==> src/rtl/spot_pkg.sv <==
package spot_pkg;

    localparam int RADIUS_BITS = 16;
    localparam int RSUM_BITS   = RADIUS_BITS + 1;
    localparam int MARGIN_BITS = 8;
    localparam int FRAC_SHIFT  = 8;   // Q.4 radius squared gives Q.8

    localparam logic [MARGIN_BITS-1:0] MARGIN_RESET = 8'd4;

    typedef enum logic [1:0] {
        OP_BOX_BOX   = 2'd0,
        OP_CIRC_CIRC = 2'd1,
        OP_BOX_CIRC  = 2'd2,
        OP_CIRC_BOX  = 2'd3
    } t_opcode;

    // load enables for the squaring and compare stages
    typedef struct packed {
        logic s3;
        logic s4;
    } t_stage_en;

endpackage

==> src/rtl/spot_sq_cmp.sv <==
module spot_sq_cmp #(
    parameter int COORD_BITS = 16
) (
    input  logic                                    i_clk,
    input  spot_pkg::t_stage_en                     i_en,
    input  logic [COORD_BITS:0]                     i_dx,
    input  logic [COORD_BITS:0]                     i_dy,
    input  logic [spot_pkg::RSUM_BITS-1:0]          i_radius,
    output logic                                    o_hit
);
    import spot_pkg::*;

    localparam int DIST_BITS = COORD_BITS + 1;
    localparam int SQ_BITS   = 2 * DIST_BITS;
    localparam int LHS_BITS  = SQ_BITS + 1 + FRAC_SHIFT;
    localparam int R2_BITS   = 2 * RSUM_BITS;
    localparam int CMP_BITS  = (LHS_BITS > R2_BITS) ? LHS_BITS : R2_BITS;

    logic [SQ_BITS-1:0]  r_dx2;
    logic [SQ_BITS-1:0]  r_dy2;
    logic [R2_BITS-1:0]  r_r2;
    logic                r_hit;

    logic [SQ_BITS:0]    n_sum;
    logic [CMP_BITS-1:0] n_lhs;
    logic [CMP_BITS-1:0] n_rhs;

    // stage 3: three independent multipliers
    always_ff @(posedge i_clk) begin
        if (i_en.s3) begin
            r_dx2 <= i_dx * i_dx;
            r_dy2 <= i_dy * i_dy;
            r_r2  <= i_radius * i_radius;
        end
    end

    // stage 4: sum of squares in Q.8 against radius squared, strict
    always_comb begin
        n_sum = (SQ_BITS+1)'(r_dx2) + (SQ_BITS+1)'(r_dy2);
        n_lhs = CMP_BITS'({n_sum, {FRAC_SHIFT{1'b0}}});
        n_rhs = CMP_BITS'(r_r2);
    end

    always_ff @(posedge i_clk) begin
        if (i_en.s4) begin
            r_hit <= (n_lhs < n_rhs);
        end
    end

    assign o_hit = r_hit;

endmodule

==> config.mk <==
export PLATFORM = sky130hd
export DESIGN_NAME = spot_sq_cmp
export DESIGN_NICKNAME = d
export VERILOG_FILES = /design/src/rtl/spot_pkg.sv /design/src/rtl/spot_sq_cmp.sv
export SDC_FILE = /design/constraint.sdc
export NUM_CORES = 2
export LEC_CHECK = 0
export BUFFER_PORTS_ARGS = -buffer_cell sky130_fd_sc_hd__buf_2
export CORE_UTILIZATION = 60
export CTS_CLUSTER_DIAMETER = 30
export DETAILED_ROUTE_END_ITERATION = 10
export HOLD_SLACK_MARGIN = 0.08
export PLACE_DENSITY = 0.82
export SKIP_LAST_GASP = 1
export SYNTH_ARGS = -nofsm -noshare
export SYNTH_HDL_FRONTEND = slang
export SYNTH_SLANG_ARGS = --single-unit
==> constraint.sdc <==
create_clock -name i_clk -period 14.36 [get_ports i_clk]
set_input_delay 2.872 -clock i_clk [delete_from_list [all_inputs] [get_ports i_clk]]
set_output_delay 2.872 -clock i_clk [all_outputs]
set_load 0.01 [all_outputs]
* Word-level counts from Yosys, hierarchy flattened
Index checks and enable logic that the tools add are counted.
** Word-level totals
- Output and inout port bits :: 1
- Bits of input ports :: 54
- Latch bits :: 0
- Word-level logic and storage cells :: 9
- Bits in registers :: 103
- Memories kept :: 0
- ROM bits :: 0
- RAM bits :: 0
** Operators by class
- Add/subtract/negate cells :: 1
- Bitwise gates (word level) :: 0
- Muxes and demuxes :: 0
- Reduce and logical (&&, ||, !) cells :: 0
- Div/mod/pow operators :: 0
- $mul :: 3
- Shift operators :: 0
- Equal/unequal tests :: 0
- Magnitude comparators :: 1
** Operator list (count)
- multiplier 17 x 17 -> 34 bit :: 3
- less-than comparator 43 x 34 -> 1 bit :: 1
- adder 34 x 34 -> 35 bit :: 1

* Logic depth before layout (Yosys ltp)
- Word-level depth :: 2
- Mapped depth :: 25
- Depth with buffers taken out :: 25

* Worst setup path before layout
OpenSTA, ideal clock, no wires.
- Path kind :: input to register
- Start :: input port i_radius[8] (netlist bit)
- End :: register r_r2[31] (data pin)
- Data arrival time :: 8.458 ns
- Data required time :: 14.095 ns
- Slack :: 5.636 ns
- Path buffers :: 1
- Library setup time :: 0.265 ns
- Stages :: 24
- Cells stage by stage :: clkbuf_1 -> nand2_1 -> fa_1 -> inv_1 -> fa_1 -> inv_1 -> fa_1 -> inv_1 -> fa_1 -> fa_1 -> inv_1 -> fa_1 -> inv_1 -> ha_1 -> a21o_1 -> a21oi_1 -> nor2b_1 -> o41a_1 -> o21ai_1 -> a31oi_1 -> a311o_1 -> a21oi_1 -> o21ai_0 -> xor2_1
** Between the ends
- Word-level cells in the longest chain between the ends :: 1
** Ends and longest elaborated chain
- from (decl) :: line spot_sq_cmp.sv:8 : input logic [spot_pkg::RSUM_BITS-1:0] i_radius,
- multiplier 17 x 17 -> 34 bit :: line spot_sq_cmp.sv:33 : r_r2 <= i_radius * i_radius;
- to (signal assigned) :: line spot_sq_cmp.sv:33
- to (decl) :: line spot_sq_cmp.sv:21 : logic [R2_BITS-1:0] r_r2;
No other way between the ends.
A chain may end at the register's enable or synchronous reset.

* Final worst setup path
- Start :: input port i_radius[7] (netlist bit)
- End :: register r_r2[31] (data pin)
Same word-level chain as after synthesis.

==> results.md <==
- DRC Markers: 0
- Via-to-Cell Ratio: 5.295
- PostCTS Resize Cnt: 0
- Nets: 4223
- Overflow after GRT: 0
- Port bufs: 54
- Worst clock skew: 0.009339 ns
- Worst-Skew Late Latency: 0.37 ns
- Synth Instances: 3225
- RD Place Congestion: 0.8840
- Slew margin rel.: 57.33%
- Final hold viol count: 0
- Largest net degree at the start of global routing: 53
- DIE AREA: 50600 um^2
- Share of layout cells above drive strength 1: 3.011%
- Synthesis-to-layout area growth: 3.814%
- Mean post-synth cell area: 9.247 um^2
- Max Fanout on Critical Path: 17
- Status: completed
- Number of max-cap violations: 0
- Period utilization: 63.34%
- Critical path type: in2reg
- Footprint of the multi-input gates: 23120 um^2
- R2r endpoint: o_hit
- Core area: 48950 um^2
- CTS tree: done
- Synth Cell Area: 29820 um^2
- # fillers: 3922
- Post-DP HPWL: 48.70 mm
- Startpoint types: primary input
- Hold buffers post-CTS: 0
- Yosys reg bits: 100
- Min-delay src: r_dy2[27]
- R2R setup slack: 8.55 ns
- RSZ-0062 raised after global routing: false
- Hold WC Path Type: reg2reg
- Clock Path Buffers: 2
- Root Driver: clkbuf_16
- Setup crit end kind: flip-flop
- Worst hold stages: 3
- DR WL/cell: 14.70 um
- Max-slew violation count: 0
- CTS clk-pin slew, worst paths: 0.08 ns
- DIE WIDTH: 224.9 um
- Post-CTS repair timing setup buffer count: 0
- Storage element area: 3003 um^2
- Fmax: 0.1099 GHz
- Via count: 20.58k
- Final wirelength: 57.13 mm
- Critical Path AT: 9.21 ns
- Post-synth EDFFs: 100
- Critical Path RT: 14.48 ns
- Worst Tran Pin Value: 0.6401 ns
- Worst hold path endpoint: o_hit
- GRT Total Usage: 24.25%
- Number of buffers created by CTS: 9
- Number of H-tree branching levels: 3
- Die Ht: 224.9 um
- Fin crit period: 9.096 ns
- TritonRoute pass-1 iters: 6
- CTS sink count: 100
- Async set-reset flop share out of synthesis: 0%
- Syn_nets: 4231
- # IOs: 55
- Initial Util: 60.92%
- Vias in the first global route: 21.98k
- Synth cell types: 69
- Row Count: 81
- Diode count: 0
- Final-report setup violation count: 0
- Worst r2r src: r_dx2[4]
- Setup_tns: 0 ns
- Top_reg_cell synth: edfxtp_1
- First-pass GRT wire length: 100.5 mm
- Seq/Total Area, Yosys: 10.07%
- DR iter-0 viols: 1016
- Antenna violations before repair: 0
- Yosys warnings: 0
- Worst-case reg-to-reg path depth: 19
- Antenna viol nets, final: 0
-- kinds of logic after synthesis --
logic type | synth area share [%]
AO/OA/AOI/OAI | 7.296
XOR/XNOR | 3.730
adder cells (fa/ha/maj) | 54.29
buffers and inverters | 12.41
AND/OR/NAND/NOR | 11.92
multiplexers | 0.2853
flip-flops | 10.07
-- metal layers --
metal	track usage, %	wire [um]	share of wire (%)	up-vias
met5	0	0	0	-
met4	4.718	1006	1.8	0
met3	2.634	2771	4.9	89
met2	42.62	28720	50	481
met1	32.60	24630	43	10210
li1	-	-	-	9796
-- worst max-delay path: stages --
cell	delay [ns]
buf_2	0.30
and2_1	0.23
inv_1	0.08
fa_1	0.54
inv_1	0.06
fa_1	0.41
inv_1	0.10
fa_1	0.44
fa_1	0.55
inv_1	0.05
fa_1	0.48
inv_1	0.05
fa_1	0.48
inv_1	0.04
ha_1	0.32
a21o_1	0.19
a21oi_1	0.14
nor2b_1	0.08
o41a_1	0.32
o21ai_1	0.34
a31oi_1	0.21
a311o_1	0.38
a21oi_1	0.23
o21ai_0	0.15
xor2_1	0.16
-- flip-flops by register name (all words and copies together) (netlist names) --
name,flops
r_dx2,33
r_dy2,33
r_r2,33
o_hit,1
-- layout by cell type, fill, tap and decap left out, types with 26 or more instances in the layout --
| cell type | count |
|---|---|
| inv_1 | 910 |
| fa_1 | 570 |
| ha_1 | 382 |
| nand2_1 | 284 |
| and2_1 | 174 |
| edfxtp_1 | 100 |
| a21oi_1 | 98 |
| xnor2_1 | 93 |
| nor2_1 | 92 |
| a21o_1 | 61 |
| o21ai_0 | 55 |
| buf_2 | 53 |
| nor2b_1 | 38 |
| xor2_1 | 34 |
| nor3_1 | 26 |
-- area by class of cell --
cell class / count / share of cell area, %
timing repair buffer: 55 / 0.9053
multi-input combinational: 2141 / 74.67
tap: 664 / 2.684
sequential: 100 / 9.700
clock buffer: 9 / 0.7275
clock inverter: 7 / 0.2789
inverter: 910 / 11.03
-- stage by stage --
| step | hold WS [ns] | setup WS, ns | util (%) | instance area, um^2 | instances |
|---|---|---|---|---|---|
| 2_1_floorplan | 0.9067 | 5.636 | - | 29820 | 3225 |
| 6_report | 1.010 | 5.264 | 63.24 | 30960 | 3886 |
| 3_5_place_dp | 0.9968 | 4.971 | 62.61 | 30650 | 3870 |
| 4_1_cts | 1.015 | 5.345 | 63.24 | 30960 | 3886 |
| 3_3_place_gp | 1.015 | 5.121 | 62.61 | 30650 | 3870 |
| 5_1_grt | 1.075 | 4.948 | 63.24 | 30960 | 3886 |
-- synthesized netlist by cell type (all sizes together), types with 12 or more instances --
library cell,n,area (um^2)
o21bai,17,127.6
nor2b,38,237.7
nand2b,21,131.4
xnor2,93,814.5
inv,910,3416
nand2,284,1066
xor2,34,297.8
a21o,61,457.9
clkbuf,72,270.3
nand3,23,115.1
edfxtp,100,3003
a21oi,98,490.5
o21ai,61,305.3
fa,570,11410
nor3,26,130.1
a211oi,12,100.1
ha,382,4780
and2,174,1089
o21a,17,127.6
or2,14,87.59
and3,19,118.9
nor2,92,345.3
-- worst max path at each step --
stage                     start  endpoint  slack (ns)
floorplan           i_radius[8]  r_r2[31]        5.64
global placement    i_radius[4]  r_r2[31]        5.12
detailed placement  i_radius[7]  r_r2[31]        4.97
CTS                 i_radius[4]  r_r2[31]        5.35
global route        i_radius[7]  r_r2[31]        4.95
finish              i_radius[7]  r_r2[31]        5.26
Power is left out: the tool's default activity adds up to more than one toggle a clock period on the data nets, which glitch-free logic cannot reach.
